### config.mk
export PLATFORM = sky130hd
export DESIGN_NAME = aes_ctrl
export DESIGN_NICKNAME = d
export VERILOG_FILES = /design/src/sv/aes_pkg.sv /design/src/sv/aes_ctrl.sv
export SDC_FILE = /design/constraint.sdc
export NUM_CORES = 1
export LEC_CHECK = 0
export ABC_AREA = 0
export BUFFER_PORTS_ARGS = -buffer_cell sky130_fd_sc_hd__buf_2
export CAP_MARGIN = 5
export CORE_UTILIZATION = 52
export DETAILED_ROUTE_END_ITERATION = 8
export HOLD_SLACK_MARGIN = 0.06
export PLACE_DENSITY = 0.77
export SLEW_MARGIN = 20
export SYNTH_ARGS = -nofsm -noshare
export SYNTH_HDL_FRONTEND = slang
export SYNTH_SLANG_ARGS = --single-unit
### constraint.sdc
create_clock -name clk -period 2.1 [get_ports clk]
set_input_delay 0.42 -clock clk [delete_from_list [all_inputs] [get_ports clk]]
set_output_delay 0.42 -clock clk [all_outputs]
set_load 0.05 [all_outputs]
### src/sv/aes_pkg.sv
// ----------------------------------------------------------------------------
// aes_pkg
// Shared types, register indexes and byte-level functions for the AES-256 core.
// ----------------------------------------------------------------------------
package aes_pkg;

  localparam int ROUND_COUNT = 14;
  localparam int KEY_WORDS   = 8;
  localparam int SCHED_WORDS = 4 * (ROUND_COUNT + 1);
  localparam int RK_AW       = $clog2(SCHED_WORDS);
  localparam int RND_W       = $clog2(ROUND_COUNT + 1);

  // configuration register indexes
  localparam logic [1:0] REG_KEY_0 = 2'd0;
  localparam logic [1:0] REG_KEY_1 = 2'd1;
  localparam logic [1:0] REG_KEY_2 = 2'd2;
  localparam logic [1:0] REG_KEY_3 = 2'd3;

  localparam logic MODE_ENC = 1'b0;
  localparam logic MODE_DEC = 1'b1;

  typedef struct packed {
    logic        mode;
    logic [63:0] block_high;
    logic [63:0] block_low;
  } aes_in_t;

  typedef struct packed {
    logic [63:0] result_high;
    logic [63:0] result_low;
  } aes_out_t;

  // controller to datapath
  typedef struct packed {
    logic             exp_load;    // load key words 0..7 into schedule window
    logic             exp_step;    // compute next schedule word
    logic [RK_AW-1:0] exp_idx;     // schedule word index being written
    logic             blk_load;    // load block and do initial key add
    logic             rnd_step;    // one cipher round
    logic             rnd_last;    // final round, no mix columns
    logic [RND_W-1:0] rnd;         // round key index used in this cycle
    logic             dec;
  } aes_cmd_t;

  localparam logic [7:0] SBOX [256] = '{
    8'h63,8'h7c,8'h77,8'h7b,8'hf2,8'h6b,8'h6f,8'hc5,8'h30,8'h01,8'h67,8'h2b,8'hfe,8'hd7,8'hab,8'h76,
    8'hca,8'h82,8'hc9,8'h7d,8'hfa,8'h59,8'h47,8'hf0,8'had,8'hd4,8'ha2,8'haf,8'h9c,8'ha4,8'h72,8'hc0,
    8'hb7,8'hfd,8'h93,8'h26,8'h36,8'h3f,8'hf7,8'hcc,8'h34,8'ha5,8'he5,8'hf1,8'h71,8'hd8,8'h31,8'h15,
    8'h04,8'hc7,8'h23,8'hc3,8'h18,8'h96,8'h05,8'h9a,8'h07,8'h12,8'h80,8'he2,8'heb,8'h27,8'hb2,8'h75,
    8'h09,8'h83,8'h2c,8'h1a,8'h1b,8'h6e,8'h5a,8'ha0,8'h52,8'h3b,8'hd6,8'hb3,8'h29,8'he3,8'h2f,8'h84,
    8'h53,8'hd1,8'h00,8'hed,8'h20,8'hfc,8'hb1,8'h5b,8'h6a,8'hcb,8'hbe,8'h39,8'h4a,8'h4c,8'h58,8'hcf,
    8'hd0,8'hef,8'haa,8'hfb,8'h43,8'h4d,8'h33,8'h85,8'h45,8'hf9,8'h02,8'h7f,8'h50,8'h3c,8'h9f,8'ha8,
    8'h51,8'ha3,8'h40,8'h8f,8'h92,8'h9d,8'h38,8'hf5,8'hbc,8'hb6,8'hda,8'h21,8'h10,8'hff,8'hf3,8'hd2,
    8'hcd,8'h0c,8'h13,8'hec,8'h5f,8'h97,8'h44,8'h17,8'hc4,8'ha7,8'h7e,8'h3d,8'h64,8'h5d,8'h19,8'h73,
    8'h60,8'h81,8'h4f,8'hdc,8'h22,8'h2a,8'h90,8'h88,8'h46,8'hee,8'hb8,8'h14,8'hde,8'h5e,8'h0b,8'hdb,
    8'he0,8'h32,8'h3a,8'h0a,8'h49,8'h06,8'h24,8'h5c,8'hc2,8'hd3,8'hac,8'h62,8'h91,8'h95,8'he4,8'h79,
    8'he7,8'hc8,8'h37,8'h6d,8'h8d,8'hd5,8'h4e,8'ha9,8'h6c,8'h56,8'hf4,8'hea,8'h65,8'h7a,8'hae,8'h08,
    8'hba,8'h78,8'h25,8'h2e,8'h1c,8'ha6,8'hb4,8'hc6,8'he8,8'hdd,8'h74,8'h1f,8'h4b,8'hbd,8'h8b,8'h8a,
    8'h70,8'h3e,8'hb5,8'h66,8'h48,8'h03,8'hf6,8'h0e,8'h61,8'h35,8'h57,8'hb9,8'h86,8'hc1,8'h1d,8'h9e,
    8'he1,8'hf8,8'h98,8'h11,8'h69,8'hd9,8'h8e,8'h94,8'h9b,8'h1e,8'h87,8'he9,8'hce,8'h55,8'h28,8'hdf,
    8'h8c,8'ha1,8'h89,8'h0d,8'hbf,8'he6,8'h42,8'h68,8'h41,8'h99,8'h2d,8'h0f,8'hb0,8'h54,8'hbb,8'h16};

  localparam logic [7:0] INV_SBOX [256] = '{
    8'h52,8'h09,8'h6a,8'hd5,8'h30,8'h36,8'ha5,8'h38,8'hbf,8'h40,8'ha3,8'h9e,8'h81,8'hf3,8'hd7,8'hfb,
    8'h7c,8'he3,8'h39,8'h82,8'h9b,8'h2f,8'hff,8'h87,8'h34,8'h8e,8'h43,8'h44,8'hc4,8'hde,8'he9,8'hcb,
    8'h54,8'h7b,8'h94,8'h32,8'ha6,8'hc2,8'h23,8'h3d,8'hee,8'h4c,8'h95,8'h0b,8'h42,8'hfa,8'hc3,8'h4e,
    8'h08,8'h2e,8'ha1,8'h66,8'h28,8'hd9,8'h24,8'hb2,8'h76,8'h5b,8'ha2,8'h49,8'h6d,8'h8b,8'hd1,8'h25,
    8'h72,8'hf8,8'hf6,8'h64,8'h86,8'h68,8'h98,8'h16,8'hd4,8'ha4,8'h5c,8'hcc,8'h5d,8'h65,8'hb6,8'h92,
    8'h6c,8'h70,8'h48,8'h50,8'hfd,8'hed,8'hb9,8'hda,8'h5e,8'h15,8'h46,8'h57,8'ha7,8'h8d,8'h9d,8'h84,
    8'h90,8'hd8,8'hab,8'h00,8'h8c,8'hbc,8'hd3,8'h0a,8'hf7,8'he4,8'h58,8'h05,8'hb8,8'hb3,8'h45,8'h06,
    8'hd0,8'h2c,8'h1e,8'h8f,8'hca,8'h3f,8'h0f,8'h02,8'hc1,8'haf,8'hbd,8'h03,8'h01,8'h13,8'h8a,8'h6b,
    8'h3a,8'h91,8'h11,8'h41,8'h4f,8'h67,8'hdc,8'hea,8'h97,8'hf2,8'hcf,8'hce,8'hf0,8'hb4,8'he6,8'h73,
    8'h96,8'hac,8'h74,8'h22,8'he7,8'had,8'h35,8'h85,8'he2,8'hf9,8'h37,8'he8,8'h1c,8'h75,8'hdf,8'h6e,
    8'h47,8'hf1,8'h1a,8'h71,8'h1d,8'h29,8'hc5,8'h89,8'h6f,8'hb7,8'h62,8'h0e,8'haa,8'h18,8'hbe,8'h1b,
    8'hfc,8'h56,8'h3e,8'h4b,8'hc6,8'hd2,8'h79,8'h20,8'h9a,8'hdb,8'hc0,8'hfe,8'h78,8'hcd,8'h5a,8'hf4,
    8'h1f,8'hdd,8'ha8,8'h33,8'h88,8'h07,8'hc7,8'h31,8'hb1,8'h12,8'h10,8'h59,8'h27,8'h80,8'hec,8'h5f,
    8'h60,8'h51,8'h7f,8'ha9,8'h19,8'hb5,8'h4a,8'h0d,8'h2d,8'he5,8'h7a,8'h9f,8'h93,8'hc9,8'h9c,8'hef,
    8'ha0,8'he0,8'h3b,8'h4d,8'hae,8'h2a,8'hf5,8'hb0,8'hc8,8'heb,8'hbb,8'h3c,8'h83,8'h53,8'h99,8'h61,
    8'h17,8'h2b,8'h04,8'h7e,8'hba,8'h77,8'hd6,8'h26,8'he1,8'h69,8'h14,8'h63,8'h55,8'h21,8'h0c,8'h7d};

  function automatic logic [7:0] xtime(input logic [7:0] a);
    xtime = {a[6:0], 1'b0} ^ (a[7] ? 8'h1b : 8'h00);
  endfunction

  function automatic logic [31:0] sub_word(input logic [31:0] w);
    sub_word = {SBOX[w[31:24]], SBOX[w[23:16]], SBOX[w[15:8]], SBOX[w[7:0]]};
  endfunction

endpackage

### src/sv/aes_ctrl.sv
// ----------------------------------------------------------------------------
// aes_ctrl
// Sequencer for key expansion, the round loop and the output handshake.
// ----------------------------------------------------------------------------
module aes_ctrl (
  input  logic              clk,
  input  logic              rst_n,
  input  logic              in_valid,
  output logic              in_stall,
  input  logic              in_mode,
  output logic              out_valid,
  input  logic              out_stall,
  input  logic              key_dirty,
  output aes_pkg::aes_cmd_t cmd
);
  import aes_pkg::*;

  typedef enum logic [1:0] {S_IDLE, S_EXPAND, S_ROUND} state_t;

  state_t           state_r, state_nxt;
  logic [RK_AW-1:0] idx_r, idx_nxt;
  logic [RND_W-1:0] rnd_r, rnd_nxt;
  logic             dec_r, dec_nxt;
  logic             pend_r, pend_nxt;     // block waiting for expansion
  logic             outv_r, outv_nxt;
  logic             ok_r, ok_nxt;         // schedule valid for current key
  logic             take;
  logic             out_free;

  assign out_free  = !outv_r || !out_stall;
  assign in_stall  = (state_r != S_IDLE) || pend_r || !out_free;
  assign take      = in_valid && !in_stall;
  assign out_valid = outv_r;

  // command decode
  always_comb begin
    cmd          = '0;
    cmd.exp_idx  = idx_r;
    cmd.rnd      = rnd_r;
    cmd.dec      = take ? in_mode : dec_r;
    cmd.exp_load = take && (key_dirty || !ok_r);
    cmd.blk_load = take;
    cmd.exp_step = (state_r == S_EXPAND);
    cmd.rnd_step = (state_r == S_ROUND);
    cmd.rnd_last = (state_r == S_ROUND) &&
                   (dec_r ? (rnd_r == '0) : (rnd_r == RND_W'(ROUND_COUNT)));
  end

  // next state
  always_comb begin
    state_nxt = state_r;
    idx_nxt   = idx_r;
    rnd_nxt   = rnd_r;
    dec_nxt   = dec_r;
    pend_nxt  = pend_r;
    ok_nxt    = ok_r && !key_dirty;
    outv_nxt  = outv_r && out_stall;
    unique case (state_r)
      S_IDLE: begin
        if (take) begin
          dec_nxt = in_mode;
          if (key_dirty || !ok_r) begin
            state_nxt = S_EXPAND;
            idx_nxt   = RK_AW'(KEY_WORDS);
            pend_nxt  = 1'b1;
          end else begin
            state_nxt = S_ROUND;
            rnd_nxt   = in_mode ? RND_W'(ROUND_COUNT - 1) : RND_W'(1);
          end
        end
      end
      S_EXPAND: begin
        if (idx_r == RK_AW'(SCHED_WORDS - 1)) begin
          ok_nxt    = 1'b1;
          pend_nxt  = 1'b0;
          state_nxt = S_ROUND;
          rnd_nxt   = dec_r ? RND_W'(ROUND_COUNT - 1) : RND_W'(1);
        end else begin
          idx_nxt = idx_r + RK_AW'(1);
        end
      end
      S_ROUND: begin
        if (cmd.rnd_last) begin
          state_nxt = S_IDLE;
          outv_nxt  = 1'b1;
        end else begin
          rnd_nxt = dec_r ? rnd_r - RND_W'(1) : rnd_r + RND_W'(1);
        end
      end
      default: state_nxt = S_IDLE;
    endcase
  end

  always_ff @(posedge clk) begin
    if (!rst_n) begin
      state_r <= S_IDLE;
      idx_r   <= '0;
      rnd_r   <= '0;
      dec_r   <= 1'b0;
      pend_r  <= 1'b0;
      outv_r  <= 1'b0;
      ok_r    <= 1'b0;
    end else begin
      state_r <= state_nxt;
      idx_r   <= idx_nxt;
      rnd_r   <= rnd_nxt;
      dec_r   <= dec_nxt;
      pend_r  <= pend_nxt;
      outv_r  <= outv_nxt;
      ok_r    <= ok_nxt;
    end
  end

endmodule

==> results by group <==
Power
  – Pwr Density: 1250 nW/um^2
  – Lkg Pwr: 0.574 nW
  – Max IR drop VDD: slightly above 1 mV
  – Tot Pwr: ~0.0016 W

Setup path
  – Crit Path Category: register to output pin
  – WP data required: approximately 1700 ps
  – Critical Path AT: 1630 ps
  – Worst-path maximum fanout: 6
  – Crit-path max cell delay: between 300 and 400 ps
  – Crit path cell chain: inv_1, ha_2, nand3_2, mux2_2, buf_4
  – Reg2reg path depth: 8
  – R2R Setup Slk: 140 ps
  – Startpoint types: register
  – FF-to-FF Start: state_r[0]
  – Crit. End Element: output pin
  – Reg-to-reg critical path endpoint: rnd_r[1]
  – Slowest-stage cell, CP: dfxtp_2

Route
  – Wire per inst: 13.8 um
  – Post-DRT Antenna Nets: 0
  – Detailed-route wire length: between 2000 and 2500 um
  – Vias post-DR: approximately 900
  – Drt pass-1 iters: 4
  – Initial drt markers: 14
  – DRC: 0
  – DR vias/cell: about 5.4

CTS
  – CTS buffer count: 3
  – Hold-fix buffers, CTS: 0
  – Reg clk slew, reported paths: ~100 ps
  – Clk buf depth: 2
  – CTS tree: done
  – Clock Latency Late Sink: 300 ps
  – Clk sinks: 16
  – Max H-tree Level: 1
  – Root Buffer: clkbuf_4

Global routing
  – Global Route Usage Sum: 23.4%
  – Global-route wire length before repair: between 3000 and 4000 um
  – Vias in the first global route: around 770
  – Initial antenna violation count: 0
  – Largest net degree at the start of global routing: 16
  – Global route total overflow: 0

Floorplanning
  – Core area: about 1800 um^2
  – I/O pins: 24
  – Die X: 46.8 um
  – Die H: 46.8 um
  – Die area: about 2200 um^2
  – Initial Util: 57.9%
  – # rows: 15

Timing
  – Fin. max-slew vios: 0
  – Clock Skews: between 6 and 7 ps
  – Setup_tns: 0 ps
  – RSZ-0062 raised after global routing: no
  – Least-Margin Pin Slew: 503 ps
  – Max Clk Rate: a little under 500 MHz
  – Tcrit/Tclk final: ~98%
  – Fin crit period: roughly 2100 ps
  – Final Hold Fails: 0
  – Slew HR: between 60% and 70%
  – Final setup vio count: 0

Synthesis
  – Mapped Cells: 114
  – Yosys warns: 0
  – Post-synthesis sequential area ratio: between 30 and 40%
  – Flip-flop and latch count after synthesis: 16
  – Post-synth top flop: dfxtp_1
  – Count leader, synth: dfxtp_1
  – Synth cell count leaders: dfxtp_1 (16), nor2b_1 (10), ha_1 (7), nand2_1 (7), nor2_1 (7)
  – Top-area cell type share of the netlist area: between 30% and 40%
  – Post-Syn Area: 1040 um^2
  – Post-Syn Nets: 128
  – Avg Inst Size Synth: a little over 9 um^2
  – Area leader, netlist: dfxtp_1
  – Synth unique cells: 39
  – Async SR Flop Fraction: 0%
  – EDFF count, synth: 0
  – Dominant cells by area after synthesis: dfxtp_1 (31%), ha_1 (8.4%), nor2b_1 (6.0%)

Flow run
  – Max_cap viols: 0

Hold path
  – HP Start: out_stall
  – Min-delay worst type: input pin to register
  – Worst Hold Path EP: out_valid
  – Worst Hold Depth: 3

Placed design
  – Number of port buffers: 23
  – DP Wirelength: between 1500 and 2000 um
  – Gpl congestion: around 0.85

Layout
  – Layout Utilization: approximately 71%
  – Area Overhead vs Synth: 22.1%
  – Nets: around 160
  – ANT cells: 0
  – Share of cells above drive strength 1: 33.8%

Outcome
  – Status: finished clean
-- routing by layer --
layer	vias to the layer above	global-route usage (%)	share of wire, %
met5	-	0	0
met4	0	11.4	1.9
met3	5	3.85	4.3
met2	23	35.0	46
met1	408	32.7	48
li1	463	-	-
-- worst max-delay path by stage --
stage / end / start / slack [ps] / depth (start not counted)
6_report: cmd[0] / state_r[0] / 50 / 5
5_1_grt: cmd[0] / out_valid / 2 / 4
4_1_cts: cmd[5] / rnd_r[1] / 40 / 3
3_5_place_dp: cmd[0] / out_stall / 130 / 5
3_3_place_gp: cmd[0] / out_stall / 180 / 5
2_1_floorplan: cmd[15] / out_valid / 30 / 3
-- cell families (layout without fill, tap and decap cells) --
logic type | Yosys count | in the layout | share of synthesized area, %
buffers and inverters | 8 | 36 | 3.36
xor gates and xnor gates | 5 | 5 | 4.20
adders and majority gates | 8 | 8 | 10.3
AOI/OAI and AO/OA | 26 | 26 | 20.1
muxes | 4 | 4 | 3.96
DFF | 16 | 16 | 30.7
and+or+nand+nor | 47 | 47 | 27.3
-- cell usage in the layout, fill, tap and decap left out, drive strengths merged, types with 5 or more instances in the layout --
cell type  instances
nand3              5
a21boi             5
inv                5
nor2               7
dfxtp             16
nand2              7
buf               27
ha                 7
nor2b             10
a21oi              7
-- stage by stage --
step,hold slack [ps],cells,worst slack [ps],area [um^2]
floorplan,469,114,26.0,1050
global placement,494,162,182,1210
detailed placement,488,162,126,1210
CTS,388,167,40.1,1270
global route,406,167,1.96,1270
finish,389,167,48.4,1270
-- area by class of cell --
class / instances / area (um^2)
multi-input cells: 90 / 707
fillers: 146 / 528
flip-flops and latches: 16 / 327
repair buffers: 27 / 154
clock buffers: 4 / 36.3
well taps: 25 / 31.3
inverters: 5 / 18.8
-- sequential cells by signal, summed over array words and instances, names as in the netlist --
register / flops
dec_r: 1
state_r: 2
pend_r: 1
rnd_r: 4
out_valid: 1
ok_r: 1
idx_r: 6
-- worst max-delay path: cells and delay by family (launching register included) --
family | cells | cell delay [ps]
mux | 1 | 360
buf+inv | 2 | 260
flops | 1 | 370
simple gates | 1 | 100
fa+ha+maj | 1 | 220
-- power by group --
| group | internal [W] | leakage (nW) | switching, W | total [W] |
|---|---|---|---|---|
| logic | 0.000332 | 0.420 | 0.000606 | 0.000939 |
| clock network | 0.000106 | 0.0210 | 0.000106 | 0.000212 |
| registers | 0.000365 | 0.133 | 0.0000780 | 0.000443 |
| total | 0.000803 | 0.574 | 0.000790 | 0.00159 |
-- repair_timing --
action                                  CTS  global route
endpoints found under the setup margin    2             1
pin swaps                                 1             0
setup buffers                             1             0
resized for setup                         8             1
(Power assumes the default switching activity.)
